[src/sv/hexni_pkg.sv]
// Shared types and fixed field widths of the hex element node indexer.
package hexni_pkg;

  localparam int ELEM_W   = 10;
  localparam int DIM_W    = 11;
  localparam int GCOUNT_W = 36;
  localparam int CORNER_W = 31;

  typedef enum logic [1:0] {
    ST_OK     = 2'd0,
    ST_GLOBAL = 2'd1,
    ST_LOCAL  = 2'd2
  } status_t;

  typedef struct packed {
    logic [DIM_W-1:0]    nodes_x;
    logic [DIM_W-1:0]    nodes_y;
    logic [DIM_W-1:0]    nodes_z;
    logic                off_i;
    logic                off_j;
    logic                off_k;
    logic [GCOUNT_W-1:0] gcount;
  } cfg_t;

endpackage

[src/sv/hexni_if.sv]
// Request and result channel interfaces of the hex element node indexer.
interface hexni_in_if import hexni_pkg::*; ();
  logic              valid;
  logic              ready;
  logic [ELEM_W-1:0] elem_i;
  logic [ELEM_W-1:0] elem_j;
  logic [ELEM_W-1:0] elem_k;

  modport source (output valid, elem_i, elem_j, elem_k, input ready);
  modport sink (input valid, elem_i, elem_j, elem_k, output ready);
endinterface

interface hexni_out_if import hexni_pkg::*; ();
  logic                valid;
  logic                ready;
  logic [CORNER_W-1:0] corner_0;
  logic [CORNER_W-1:0] corner_1;
  logic [CORNER_W-1:0] corner_2;
  logic [CORNER_W-1:0] corner_3;
  logic [CORNER_W-1:0] corner_4;
  logic [CORNER_W-1:0] corner_5;
  logic [CORNER_W-1:0] corner_6;
  logic [CORNER_W-1:0] corner_7;
  status_t             status;

  modport source (output valid, corner_0, corner_1, corner_2, corner_3, corner_4, corner_5,
                  corner_6, corner_7, status, input ready);
  modport sink (input valid, corner_0, corner_1, corner_2, corner_3, corner_4, corner_5,
                corner_6, corner_7, status, output ready);
endinterface

[src/sv/hexni_pipe.sv]
// Five-stage datapath that turns element coordinates into eight checked corner indices.
module hexni_pipe import hexni_pkg::*; #(
  parameter int MAX_NODES_PER_AXIS = 1024
) (
  input  logic          clk,
  input  logic          rst_n,
  input  cfg_t          cfg,
  hexni_in_if.sink      in_ch,
  hexni_out_if.source   out_ch
);

  localparam int CW_RAW  = $clog2(MAX_NODES_PER_AXIS + 1);
  localparam int CW      = (CW_RAW < DIM_W) ? CW_RAW : DIM_W;
  localparam int CRD_W   = ELEM_W + 1;
  localparam int PLANE_W = 2 * CW;
  localparam int LOCAL_W = 3 * CW;
  localparam int JX_W    = CRD_W + CW;
  localparam int KP_W    = CRD_W + PLANE_W;
  localparam int NODE_W  = CRD_W + PLANE_W + 1;
  localparam int CMP_A   = (NODE_W > GCOUNT_W) ? NODE_W : GCOUNT_W;
  localparam int CMP_W   = (CMP_A > LOCAL_W) ? CMP_A : LOCAL_W;

  // Clamped grid dimensions and the derived plane and volume sizes.
  logic [CW-1:0]      x_c, y_c, z_c;
  logic [PLANE_W-1:0] plane_r;
  logic [LOCAL_W-1:0] local_r;

  always_comb begin
    x_c = (32'(cfg.nodes_x) > 32'(MAX_NODES_PER_AXIS)) ? CW'(MAX_NODES_PER_AXIS)
                                                       : CW'(cfg.nodes_x);
    y_c = (32'(cfg.nodes_y) > 32'(MAX_NODES_PER_AXIS)) ? CW'(MAX_NODES_PER_AXIS)
                                                       : CW'(cfg.nodes_y);
    z_c = (32'(cfg.nodes_z) > 32'(MAX_NODES_PER_AXIS)) ? CW'(MAX_NODES_PER_AXIS)
                                                       : CW'(cfg.nodes_z);
  end

  // The plane size is registered from the clamped dimensions and the volume from
  // the plane size; each stage that reads one is at least as many registers deep.
  always_ff @(posedge clk) begin
    plane_r <= PLANE_W'(x_c) * PLANE_W'(y_c);
    local_r <= LOCAL_W'(plane_r) * LOCAL_W'(z_c);
  end

  // Per-stage advance: a stage loads when it is empty or its successor moves.
  logic v1_r, v2_r, v3_r, v4_r, v5_r;
  logic adv1, adv2, adv3, adv4, adv5;

  assign adv5        = !v5_r || out_ch.ready;
  assign adv4        = !v4_r || adv5;
  assign adv3        = !v3_r || adv4;
  assign adv2        = !v2_r || adv3;
  assign adv1        = !v1_r || adv2;
  assign in_ch.ready = adv1;

  always_ff @(posedge clk) begin
    if (!rst_n) begin
      v1_r <= 1'b0;
      v2_r <= 1'b0;
      v3_r <= 1'b0;
      v4_r <= 1'b0;
      v5_r <= 1'b0;
    end else begin
      if (adv1) v1_r <= in_ch.valid;
      if (adv2) v2_r <= v1_r;
      if (adv3) v3_r <= v2_r;
      if (adv4) v4_r <= v3_r;
      if (adv5) v5_r <= v4_r;
    end
  end

  // Stage 1: ghost offsets applied.
  logic [CRD_W-1:0] i1_r, j1_r, k1_r;

  always_ff @(posedge clk) begin
    if (adv1) begin
      i1_r <= CRD_W'(in_ch.elem_i) + CRD_W'(cfg.off_i);
      j1_r <= CRD_W'(in_ch.elem_j) + CRD_W'(cfg.off_j);
      k1_r <= CRD_W'(in_ch.elem_k) + CRD_W'(cfg.off_k);
    end
  end

  // Stage 2: row offset j*X.
  logic [CRD_W-1:0] i2_r, k2_r;
  logic [JX_W-1:0]  jx2_r;
  logic [JX_W-1:0]  jx2_nxt;

  assign jx2_nxt = JX_W'(j1_r) * JX_W'(x_c);

  always_ff @(posedge clk) begin
    if (adv2) begin
      i2_r  <= i1_r;
      k2_r  <= k1_r;
      jx2_r <= jx2_nxt;
    end
  end

  // Stage 3: plane offset k*X*Y and the two row bases.
  logic [KP_W-1:0]   kp3_r, kp3_nxt;
  logic [NODE_W-1:0] row0_3_r, row1_3_r, row0_3_nxt, row1_3_nxt;

  assign kp3_nxt    = KP_W'(k2_r) * KP_W'(plane_r);
  assign row0_3_nxt = NODE_W'(i2_r) + NODE_W'(jx2_r);
  assign row1_3_nxt = NODE_W'(i2_r) + NODE_W'(jx2_r) + NODE_W'(x_c);

  always_ff @(posedge clk) begin
    if (adv3) begin
      kp3_r    <= kp3_nxt;
      row0_3_r <= row0_3_nxt;
      row1_3_r <= row1_3_nxt;
    end
  end

  // Stage 4: the eight corner indices at full width.
  logic [NODE_W-1:0] node4_r   [8];
  logic [NODE_W-1:0] node4_nxt [8];
  logic [NODE_W-1:0] kp_lo, kp_hi;

  always_comb begin
    kp_lo = NODE_W'(kp3_r);
    kp_hi = NODE_W'(kp3_r) + NODE_W'(plane_r);
    for (int n = 0; n < 8; n++) begin
      node4_nxt[n] = (n[1] ? row1_3_r : row0_3_r) + (n[2] ? kp_hi : kp_lo)
                     + NODE_W'(n[0]);
    end
  end

  always_ff @(posedge clk) begin
    if (adv4) begin
      for (int n = 0; n < 8; n++) begin
        node4_r[n] <= node4_nxt[n];
      end
    end
  end

  // Stage 5: bound checks; the first failing corner decides the status.
  logic [CORNER_W-1:0] corner5_r [8];
  status_t             status5_r, status5_nxt;
  logic [7:0]          fail_g, fail_l;

  always_comb begin
    status5_nxt = ST_OK;
    for (int n = 0; n < 8; n++) begin
      fail_g[n] = CMP_W'(node4_r[n]) >= CMP_W'(cfg.gcount);
      fail_l[n] = CMP_W'(node4_r[n]) >= CMP_W'(local_r);
    end
    for (int n = 7; n >= 0; n--) begin
      if (fail_g[n]) begin
        status5_nxt = ST_GLOBAL;
      end else if (fail_l[n]) begin
        status5_nxt = ST_LOCAL;
      end
    end
  end

  always_ff @(posedge clk) begin
    if (adv5) begin
      status5_r <= status5_nxt;
      for (int n = 0; n < 8; n++) begin
        corner5_r[n] <= CORNER_W'(node4_r[n]);
      end
    end
  end

  assign out_ch.valid    = v5_r;
  assign out_ch.status   = status5_r;
  assign out_ch.corner_0 = corner5_r[0];
  assign out_ch.corner_1 = corner5_r[1];
  assign out_ch.corner_2 = corner5_r[2];
  assign out_ch.corner_3 = corner5_r[3];
  assign out_ch.corner_4 = corner5_r[4];
  assign out_ch.corner_5 = corner5_r[5];
  assign out_ch.corner_6 = corner5_r[6];
  assign out_ch.corner_7 = corner5_r[7];

endmodule

[src/sv/hex_element_node_indexer_top.sv]
// Top level of the hex element node indexer: register file and datapath.
//
// A request on in_ch carries the local element coordinates (elem_i, elem_j,
// elem_k). The block answers with one result on out_ch: the eight corner node
// indices of the hexahedron, i fastest, then j, then k, and a status that
// tells whether the first failing corner exceeds the global or the local count.
// The grid dimensions, ghost offsets and global node count are written over
// the APB-style cfg_ port; each register sits at byte address 8*index, and
// writes are expected only while no request is in flight.
// One request is accepted every cycle while in_ch.ready is high; the five
// register stages are the ghost offset add, the two multiplies (row and
// plane offsets), the corner sums and the bound compare.
// A synchronous low rst_n empties the pipeline and restores the register
// reset values. When out_ch is stalled the stages fill one by one; in_ch
// drops ready only once all five stages hold a result, and nothing is lost.
module hex_element_node_indexer_top import hexni_pkg::*; #(
  parameter int MAX_NODES_PER_AXIS = 1024
) (
  input  logic        clk,
  input  logic        rst_n,
  hexni_in_if.sink    in_ch,
  hexni_out_if.source out_ch,
  input  logic        cfg_psel,
  input  logic        cfg_penable,
  input  logic        cfg_pwrite,
  input  logic [5:0]  cfg_paddr,
  input  logic [63:0] cfg_pwdata,
  output logic [63:0] cfg_prdata,
  output logic        cfg_pready
);

  typedef enum logic [2:0] {
    REG_NODES_X = 3'd0,
    REG_NODES_Y = 3'd1,
    REG_NODES_Z = 3'd2,
    REG_OFF_I   = 3'd3,
    REG_OFF_J   = 3'd4,
    REG_OFF_K   = 3'd5,
    REG_GCOUNT  = 3'd6
  } reg_idx_t;

  cfg_t       cfg_r;
  logic       cfg_wr;
  logic [2:0] reg_sel;

  assign cfg_pready = 1'b1;
  assign cfg_wr     = cfg_psel && cfg_penable && cfg_pwrite;
  assign reg_sel    = cfg_paddr[5:3];

  always_ff @(posedge clk) begin
    if (!rst_n) begin
      cfg_r.nodes_x <= DIM_W'(2);
      cfg_r.nodes_y <= DIM_W'(2);
      cfg_r.nodes_z <= DIM_W'(2);
      cfg_r.off_i   <= 1'b0;
      cfg_r.off_j   <= 1'b0;
      cfg_r.off_k   <= 1'b0;
      cfg_r.gcount  <= GCOUNT_W'(1);
    end else if (cfg_wr) begin
      unique case (reg_sel)
        REG_NODES_X: cfg_r.nodes_x <= cfg_pwdata[DIM_W-1:0];
        REG_NODES_Y: cfg_r.nodes_y <= cfg_pwdata[DIM_W-1:0];
        REG_NODES_Z: cfg_r.nodes_z <= cfg_pwdata[DIM_W-1:0];
        REG_OFF_I:   cfg_r.off_i   <= cfg_pwdata[0];
        REG_OFF_J:   cfg_r.off_j   <= cfg_pwdata[0];
        REG_OFF_K:   cfg_r.off_k   <= cfg_pwdata[0];
        REG_GCOUNT:  cfg_r.gcount  <= cfg_pwdata[GCOUNT_W-1:0];
        default: ;
      endcase
    end
  end

  always_comb begin
    unique case (reg_sel)
      REG_NODES_X: cfg_prdata = 64'(cfg_r.nodes_x);
      REG_NODES_Y: cfg_prdata = 64'(cfg_r.nodes_y);
      REG_NODES_Z: cfg_prdata = 64'(cfg_r.nodes_z);
      REG_OFF_I:   cfg_prdata = 64'(cfg_r.off_i);
      REG_OFF_J:   cfg_prdata = 64'(cfg_r.off_j);
      REG_OFF_K:   cfg_prdata = 64'(cfg_r.off_k);
      REG_GCOUNT:  cfg_prdata = 64'(cfg_r.gcount);
      default:     cfg_prdata = 64'd0;
    endcase
  end

  hexni_pipe #(
    .MAX_NODES_PER_AXIS (MAX_NODES_PER_AXIS)
  ) u_pipe (
    .clk    (clk),
    .rst_n  (rst_n),
    .cfg    (cfg_r),
    .in_ch  (in_ch),
    .out_ch (out_ch)
  );

`ifndef ASSERT_OFF
  // Reset empties every stage, so no result is offered in the cycle after it.
  a_reset_empty: assert property (@(posedge clk) !rst_n |=> !out_ch.valid)
    else $error("result offered right after reset");

  // Corner 1 is corner 0 moved one node along x.
  a_corner_step: assert property (@(posedge clk) disable iff (!rst_n)
    out_ch.valid |-> out_ch.corner_1 == out_ch.corner_0 + CORNER_W'(1))
    else $error("corner 1 is not corner 0 plus one");

  // Requests are refused only when the whole pipeline is backed up.
  a_full_stall: assert property (@(posedge clk) disable iff (!rst_n)
    !in_ch.ready |-> out_ch.valid && !out_ch.ready)
    else $error("request refused while the pipeline can move");
`endif

endmodule
[src/flat_wrapper.sv]
// flat-port wrapper written by rule: the top's interface ports become plain ports
module hex_element_node_indexer_top_flat import hexni_pkg::*;
#(
  parameter int MAX_NODES_PER_AXIS = 1024
)
  (clk, rst_n, cfg_psel, cfg_penable, cfg_pwrite, cfg_paddr, cfg_pwdata, cfg_prdata, cfg_pready, in_ch_valid, in_ch_elem_i, in_ch_elem_j, in_ch_elem_k, in_ch_ready, out_ch_valid, out_ch_corner_0, out_ch_corner_1, out_ch_corner_2, out_ch_corner_3, out_ch_corner_4, out_ch_corner_5, out_ch_corner_6, out_ch_corner_7, out_ch_status, out_ch_ready);
  hexni_in_if in_ch_i ();
  hexni_out_if out_ch_i ();
  input  logic clk;
  input  logic rst_n;
  input  logic cfg_psel;
  input  logic cfg_penable;
  input  logic cfg_pwrite;
  input  logic [5:0] cfg_paddr;
  input  logic [63:0] cfg_pwdata;
  output logic [63:0] cfg_prdata;
  output logic cfg_pready;
  input wire logic [$bits(in_ch_i.valid)-1:0] in_ch_valid;
  input wire logic [$bits(in_ch_i.elem_i)-1:0] in_ch_elem_i;
  input wire logic [$bits(in_ch_i.elem_j)-1:0] in_ch_elem_j;
  input wire logic [$bits(in_ch_i.elem_k)-1:0] in_ch_elem_k;
  output wire logic [$bits(in_ch_i.ready)-1:0] in_ch_ready;
  output wire logic [$bits(out_ch_i.valid)-1:0] out_ch_valid;
  output wire logic [$bits(out_ch_i.corner_0)-1:0] out_ch_corner_0;
  output wire logic [$bits(out_ch_i.corner_1)-1:0] out_ch_corner_1;
  output wire logic [$bits(out_ch_i.corner_2)-1:0] out_ch_corner_2;
  output wire logic [$bits(out_ch_i.corner_3)-1:0] out_ch_corner_3;
  output wire logic [$bits(out_ch_i.corner_4)-1:0] out_ch_corner_4;
  output wire logic [$bits(out_ch_i.corner_5)-1:0] out_ch_corner_5;
  output wire logic [$bits(out_ch_i.corner_6)-1:0] out_ch_corner_6;
  output wire logic [$bits(out_ch_i.corner_7)-1:0] out_ch_corner_7;
  output wire logic [$bits(out_ch_i.status)-1:0] out_ch_status;
  input wire logic [$bits(out_ch_i.ready)-1:0] out_ch_ready;
  assign in_ch_i.valid = in_ch_valid;
  assign in_ch_i.elem_i = in_ch_elem_i;
  assign in_ch_i.elem_j = in_ch_elem_j;
  assign in_ch_i.elem_k = in_ch_elem_k;
  assign in_ch_ready = in_ch_i.ready;
  assign out_ch_valid = out_ch_i.valid;
  assign out_ch_corner_0 = out_ch_i.corner_0;
  assign out_ch_corner_1 = out_ch_i.corner_1;
  assign out_ch_corner_2 = out_ch_i.corner_2;
  assign out_ch_corner_3 = out_ch_i.corner_3;
  assign out_ch_corner_4 = out_ch_i.corner_4;
  assign out_ch_corner_5 = out_ch_i.corner_5;
  assign out_ch_corner_6 = out_ch_i.corner_6;
  assign out_ch_corner_7 = out_ch_i.corner_7;
  assign out_ch_status = out_ch_i.status;
  assign out_ch_i.ready = out_ch_ready;
  hex_element_node_indexer_top #(.MAX_NODES_PER_AXIS(MAX_NODES_PER_AXIS)) u_core (.clk(clk), .rst_n(rst_n), .in_ch(in_ch_i), .out_ch(out_ch_i), .cfg_psel(cfg_psel), .cfg_penable(cfg_penable), .cfg_pwrite(cfg_pwrite), .cfg_paddr(cfg_paddr), .cfg_pwdata(cfg_pwdata), .cfg_prdata(cfg_prdata), .cfg_pready(cfg_pready));
endmodule
[config.mk]
export PLATFORM = sky130hd
export DESIGN_NAME = hex_element_node_indexer_top_flat
export DESIGN_NICKNAME = d
export VERILOG_FILES = /design/src/sv/hexni_pkg.sv /design/src/sv/hexni_if.sv /design/src/sv/hexni_pipe.sv /design/src/sv/hex_element_node_indexer_top.sv /design/src/flat_wrapper.sv
export SDC_FILE = /design/constraint.sdc
export NUM_CORES = 2
export LEC_CHECK = 0
export ABC_AREA = 1
export BUFFER_PORTS_ARGS = -buffer_cell sky130_fd_sc_hd__buf_2
export CAP_MARGIN = 0
export CORE_MARGIN = 2
export CORE_UTILIZATION = 63
export CTS_CLUSTER_DIAMETER = 30
export CTS_CLUSTER_SIZE = 8
export DETAILED_ROUTE_END_ITERATION = 10
export HOLD_SLACK_MARGIN = 0.1
export PLACE_DENSITY = 0.82
export SLEW_MARGIN = 5
export SYNTH_ARGS = -nofsm -noshare
export SYNTH_HDL_FRONTEND = slang
export SYNTH_SLANG_ARGS = --single-unit
[constraint.sdc]
create_clock -name clk -period 18.1 [get_ports clk]
set_clock_uncertainty 0.1 [all_clocks]
set_input_delay 0.905 -clock clk [delete_from_list [all_inputs] [get_ports clk]]
set_output_delay 0.905 -clock clk [all_outputs]
set_load 0.005 [all_outputs]
# Word level (Yosys, flattened, before mapping)
# Memories as Yosys holds them, arrays and structs flattened.
# Index checks and enable logic that the tools add are counted.
# totals
memories	2
register_bits	312
mem_bits_rw	520
elab_cells	112
out_inout_bits	317
input_bits	107
# classes
magnitude_cmp	19
n_reduce_logical	20
mul	4
n_eq_ne	6
mux	23
n_addsub	14
# mem_list
name	words	width	rd	rd_ports_with_merged_regs	wr	line	rtl
u_core.u_pipe.node4_r	8	34	8	0	8	hexni_pipe.sv:114	logic [NODE_W-1:0] node4_r [8];
u_core.u_pipe.corner5_r	8	31	8	0	8	hexni_pipe.sv:136	logic [CORNER_W-1:0] corner5_r [8];
# ops
operator	n
$ge 34x36->1	8
$ge 34x33->1	8
$pmux 36 s7	1
$add 34x1->34 const B	4
$add 34x33->34	2
$add 34x34->34	2
$mul 11x11->22	2
$add 33x22->34	1
$add 10x1->11	3
$gt 11x11->1 const B	3
$mul 11x22->33	1
$mul 22x11->33	1
$mux 11	3
$mux 2	15
$add 23x11->24	1
$add 11x22->23	1
$reduce_and 2->1	7
$eq 3x3->1 const B	3
$eq 3x2->1 const B	2
$logic_not 1->1	5
$logic_or 1x1->1	5
$mux 1	4
$eq 3x1->1 const B	1
$logic_not 3->1	1
$logic_and 1x1->1	2

# Longest topological paths before layout
# An unclocked memory read counts as a cell.
# logic_depth
depth_word	17
depth_mapped	33
mapped_depth_nobuf	33

# Modules after synthesis
# From an unflattened synthesis, not the netlist that was laid out.
# hier_totals
hier_cells	8417
area_unflattened_um2	73701.9
# by_module_without_submodules
mod	instances	area_per_inst_um2	cells_per_inst
hexni_pipe	1	69822.0	7779
hex_element_node_indexer_top	1	3880.0	638

# Worst setup path before layout
# OpenSTA, ideal clock, no wires.
# synth_timing
path_type	input to output
from	input out_ch_ready
to	output in_ch_ready
arrival_ns	14.069
path_slack_ns	3.026
stages	8
path_cell_list	nor2_1 > inv_1 > nor2_1 > inv_1 > nor2_1 > inv_1 > nor2_1 > nand2_1
# synth_between
elab_chain_len	5
# synth_lines
item	line	rtl
from (decl)	flat_wrapper.sv:33	input wire logic [$bits(out_ch_i.ready)-1:0] out_ch_ready;
$logic_or 1x1->1	hexni_pipe.sv:48	assign adv5 = !v5_r || out_ch.ready;
named net u_core.u_pipe.adv5	hexni_pipe.sv:46	logic adv1, adv2, adv3, adv4, adv5;
$logic_or 1x1->1	hexni_pipe.sv:49	assign adv4 = !v4_r || adv5;
named net u_core.u_pipe.adv4	hexni_pipe.sv:46	
$logic_or 1x1->1	hexni_pipe.sv:50	assign adv3 = !v3_r || adv4;
named net u_core.u_pipe.adv3	hexni_pipe.sv:46	
$logic_or 1x1->1	hexni_pipe.sv:51	assign adv2 = !v2_r || adv3;
$logic_or 1x1->1	hexni_pipe.sv:52	assign adv1 = !v1_r || adv2;
to (decl)	flat_wrapper.sv:22	output wire logic [$bits(in_ch_i.ready)-1:0] in_ch_ready;
# The timed path passes the listed nets, and every way through them passes these cells.

# Worst setup path in the final report
# layout_timing
from	register u_core.cfg_r[39] in the netlist's numbering
to	register u_core.u_pipe.local_r[29]
# layout_between
elab_chain_len	3
# layout_lines
item	line	rtl
from (decl)	hex_element_node_indexer_top.sv:42	cfg_t cfg_r;
$gt 11x11->1	hexni_pipe.sv:33	z_c = (32'(cfg.nodes_z) > 32'(MAX_NODES_PER_AXIS)) ? CW'(MAX_NODES_PER_AXIS)
$mux 11 *	hexni_pipe.sv:33	
$mul 22x11->33 *	hexni_pipe.sv:41	local_r <= LOCAL_W'(plane_r) * LOCAL_W'(z_c);
to (signal assigned)	hexni_pipe.sv:41	
to (decl)	hexni_pipe.sv:26	logic [LOCAL_W-1:0] local_r;
# Every way passes the cells marked *; elsewhere a longest branch is shown, timed or not.
# A chain may end at the register's enable or synchronous reset.

==> reports/qor.txt <==
Status = finished clean
Worst setup path class = flop to flop
Worst path cell trace = nor4_1 -> a41oi_1 -> nor2_1 -> buf_4 -> inv_1 -> nor2_1 -> fa_1 -> fa_1 -> fa_1 -> fa_1 -> inv_1 -> fa_1 -> inv_1 -> ha_1 -> a21oi_1 -> inv_1 -> a221oi_1 -> o21ai_0 -> a21oi_1 -> o21ai_0 -> a21oi_1 -> o21ai_0 -> xor2_1
Final Hold Vio Count = 0
Core area = 115,000 µm²
Total track usage = 0.437
Avg Cell Area, Syn = 8.93 µm²
Nets@finish = 10,243
Post-route minimum period = 7.75 ns
TritonRoute pass-1 iters = 7
CP startpoint kind = flop
Final core utilization = 0.721
CP max stage cell = a41oi_1
Root buf cell = clkbuf_16
DIE AREA = 119,000 µm²
Post-synth EDFFs = 679
WP data required = 18.59 ns
Cts bufs inserted = 173
Largest family of logic cells by synthesized area = adder cells
Placed Cells = 10,002
GP Congestion = 1.07
Max Freq = 129 MHz
Area Overhead vs Synth = 13.3%
Routed len/inst = 24.9 µm
WHS = 0.289 ns
Initial core utilization = 0.636
Critical path's most frequent cell = fa_1
Critical Path Max Stage Delay = 0.90 ns
Slew Viols, Final = 0
Longest Clk Path Bufs = 3
Post-synthesis simple-gate area fraction = 0.168
Met1 usage = 0.519
Synth unique cells = 81
Post-synthesis adder-cell area fraction = 0.306
Busiest grt layer = met2
Vias in the first global route = 62,855
Cell count along the critical path = 23
Final Setup Violations = 0
Top delay family on crit path = adder cells
Crit end category = flop
Most common cell after layout, fill and taps aside = nand2_1
PortBufs = 363
Post-cts resize count = 0
Post-Route WL = 257 mm
Seq/Total Area, Yosys = 0.316
Fraction of layout cells with a size suffix above 1 = 0.102
Antenna violations before repair = 17
Worst-Margin Slew = 1.24 ns
Clock sink count = 811
Hold-fix buffers, CTS = 0
Synth warn = 0
H-tree lvl count = 4
Critical Path End = u_core.u_pipe.local_r[29]
Cell count after synthesis = 8,168
TritonCTS clock tree = yes
Worst slew margin = 0.171
Final HPWL DP = 201 mm
Pin count of the biggest net entering global routing = 122
Worst setup path start = u_core.cfg_r[39]
Post-synth ARST share = 0
Static Leak = 41.5 nW
Period utilization = 0.428
R2R depth = 23
Clock transition at path regs = 0.04 ns
Worst-Skew Late Latency = 0.78 ns
Share of the synthesized area in the top cell type = 0.280
PwrDens = 107 nW/µm²
RSZ-0062 raised after global routing = no
Flops & latches, synth = 811
Post-DRT Antenna Nets = 0
Worst min-delay path startpoint = in_ch_valid
Top cells by area, synth = edfxtp_1, ha_1, fa_1, nand2_1, inv_1
Max-cap violations = 0
Setup Buffers After CTS = 0
Post-synthesis xor/xnor area fraction = 0.0473
Worst-path maximum fanout = 15
I/O pin cnt = 424
Vias per cell = 6.06
Top_reg_cell synth = edfxtp_1
Final Non-Filler Cells = 10,334
Multiplexer area fraction after synthesis = 0
GRT met3 Usage = 0.102
Fillers = 8,322
Worst Path Arrival = 8.24 ns
Met2 Use GR = 0.681
Peak supply drop = 0.113 mV
Type of the most critical hold path = input pin to flop
Die height = 344 µm
DR iter-0 viols = 6,984
Die Width = 344 µm
Number of core rows = 124
Post-Syn Area = 72,900 µm²
Via Count = 62,621
Synth Area in Compound Gates = 0.0795
DRC Markers = 0
Synth area leader = edfxtp_1
Reg2Reg Launch Point = u_core.cfg_r[39]
Worst R2R Setup Slack = 10.35 ns
Commonest cells after routing, fill and taps aside = nand2_1, inv_1, ha_1
Worst r2r dst = u_core.u_pipe.local_r[29]
Total grt overflow = 0
Setup TNS = 0 ns
Worst Path Buf+Inv = 5
Global-route wire length before repair = 378 mm
## area by class of cell
class                      count  area (µm²)  area share
multi-input combinational   5794       43900       0.532
sequential                   811       23000       0.279
inverter                    1432        5390      0.0652
clock buffer                 212        4610      0.0558
timing repair buffer         453        2490      0.0302
tap                         1512        1890      0.0229
clock inverter               106        1270      0.0153
antenna                       14        35.0    0.000424
## synth_stat cells (15+ instances only)
library cell and number:
nor3_1 78, nor2_1 721, o21a_1 21, nand2_1 1578, clkbuf_1 115, fa_1 525, nand3_1 215, a31oi_1 24
ha_1 946, xor2_1 249, xor2_2 22, a21o_1 28, o21ai_1 15, dfxtp_1 132, nand4_1 104, o211ai_1 25
o21bai_1 23, a21oi_1 570, inv_1 1402, buf_4 30, nand3b_1 18, nand2_2 27, inv_2 16, nor4_1 41
o21ai_0 249, xnor2_1 84, edfxtp_1 679
## worst reg2reg max path: stages, from the launching register on
cell,delay [ns]
dfxtp_1,0.46
nor4_1,0.11
a41oi_1,0.90
nor2_1,0.10
buf_4,0.24
inv_1,0.49
nor2_1,0.16
fa_1,0.58
fa_1,0.44
fa_1,0.55
fa_1,0.55
inv_1,0.05
fa_1,0.52
inv_1,0.04
ha_1,0.34
a21oi_1,0.14
inv_1,0.07
a221oi_1,0.41
o21ai_0,0.20
a21oi_1,0.38
o21ai_0,0.21
a21oi_1,0.24
o21ai_0,0.13
xor2_1,0.16
## state kept, by name, indices dropped and copies added, names as in the netlist, 2 cells and up
name and flops:
u_core.u_pipe.local_r 33, u_core.u_pipe.i1_r 11, u_core.u_pipe.j1_r 11, u_core.u_pipe.row1_3_r 24
u_core.u_pipe.i2_r 11, u_core.u_pipe.k1_r 11, u_core.u_pipe.plane_r 22, u_core.u_pipe.k2_r 11
u_core.u_pipe.node4_r 272, u_core.u_pipe.kp3_r 33, u_core.u_pipe.corner5_r 248, u_core.u_pipe.row0_3_r 23
u_core.u_pipe.out_ch.status 2, u_core.cfg_r 72, u_core.u_pipe.jx2_r 22
## kinds of logic after synthesis
logic type | Yosys count
and+or+nand+nor | 2882
buffers and inverters | 1591
adders and majority gates | 1471
AOI/OAI and AO/OA | 1048
DFF | 811
xor gates and xnor gates | 363
other | 2
## power breakdown
group | switching, mW | total, mW | internal (mW)
Sequential | 0.408 | 2.90 | 2.49
Clock | 1.08 | 3.16 | 2.08
Combinational | 1.86 | 2.81 | 0.946
## stage by stage
step                      worst slack [ns]  area (µm²)  power, mW
after floorplan                       3.03       73100       4.47
after global placement               10.81       76700       5.46
after detailed placement             10.71       76700       5.56
after CTS                            10.51       82600       8.74
after global routing                 10.02       82600       9.23
final                                10.35       82700       8.87
## worst min-delay path by stage
stage                                        to  slack [ns]  cells after the start
after floorplan           u_core.u_pipe.i2_r[0]        0.30                      0
after global placement    u_core.u_pipe.k2_r[0]        0.30                      0
after detailed placement  u_core.u_pipe.i2_r[4]        0.30                      0
after CTS                    u_core.u_pipe.v1_r        0.25                      3
after global routing         u_core.u_pipe.v1_r        0.29                      3
final                        u_core.u_pipe.v1_r        0.29                      3
## metal layers
metal  share of wire  routed length (µm)
met1            0.34               88500
met2            0.44              113000
met3            0.12               30600
met4           0.096               24600
met5         0.00015                  38
Power figures use the tool's default switching activity.
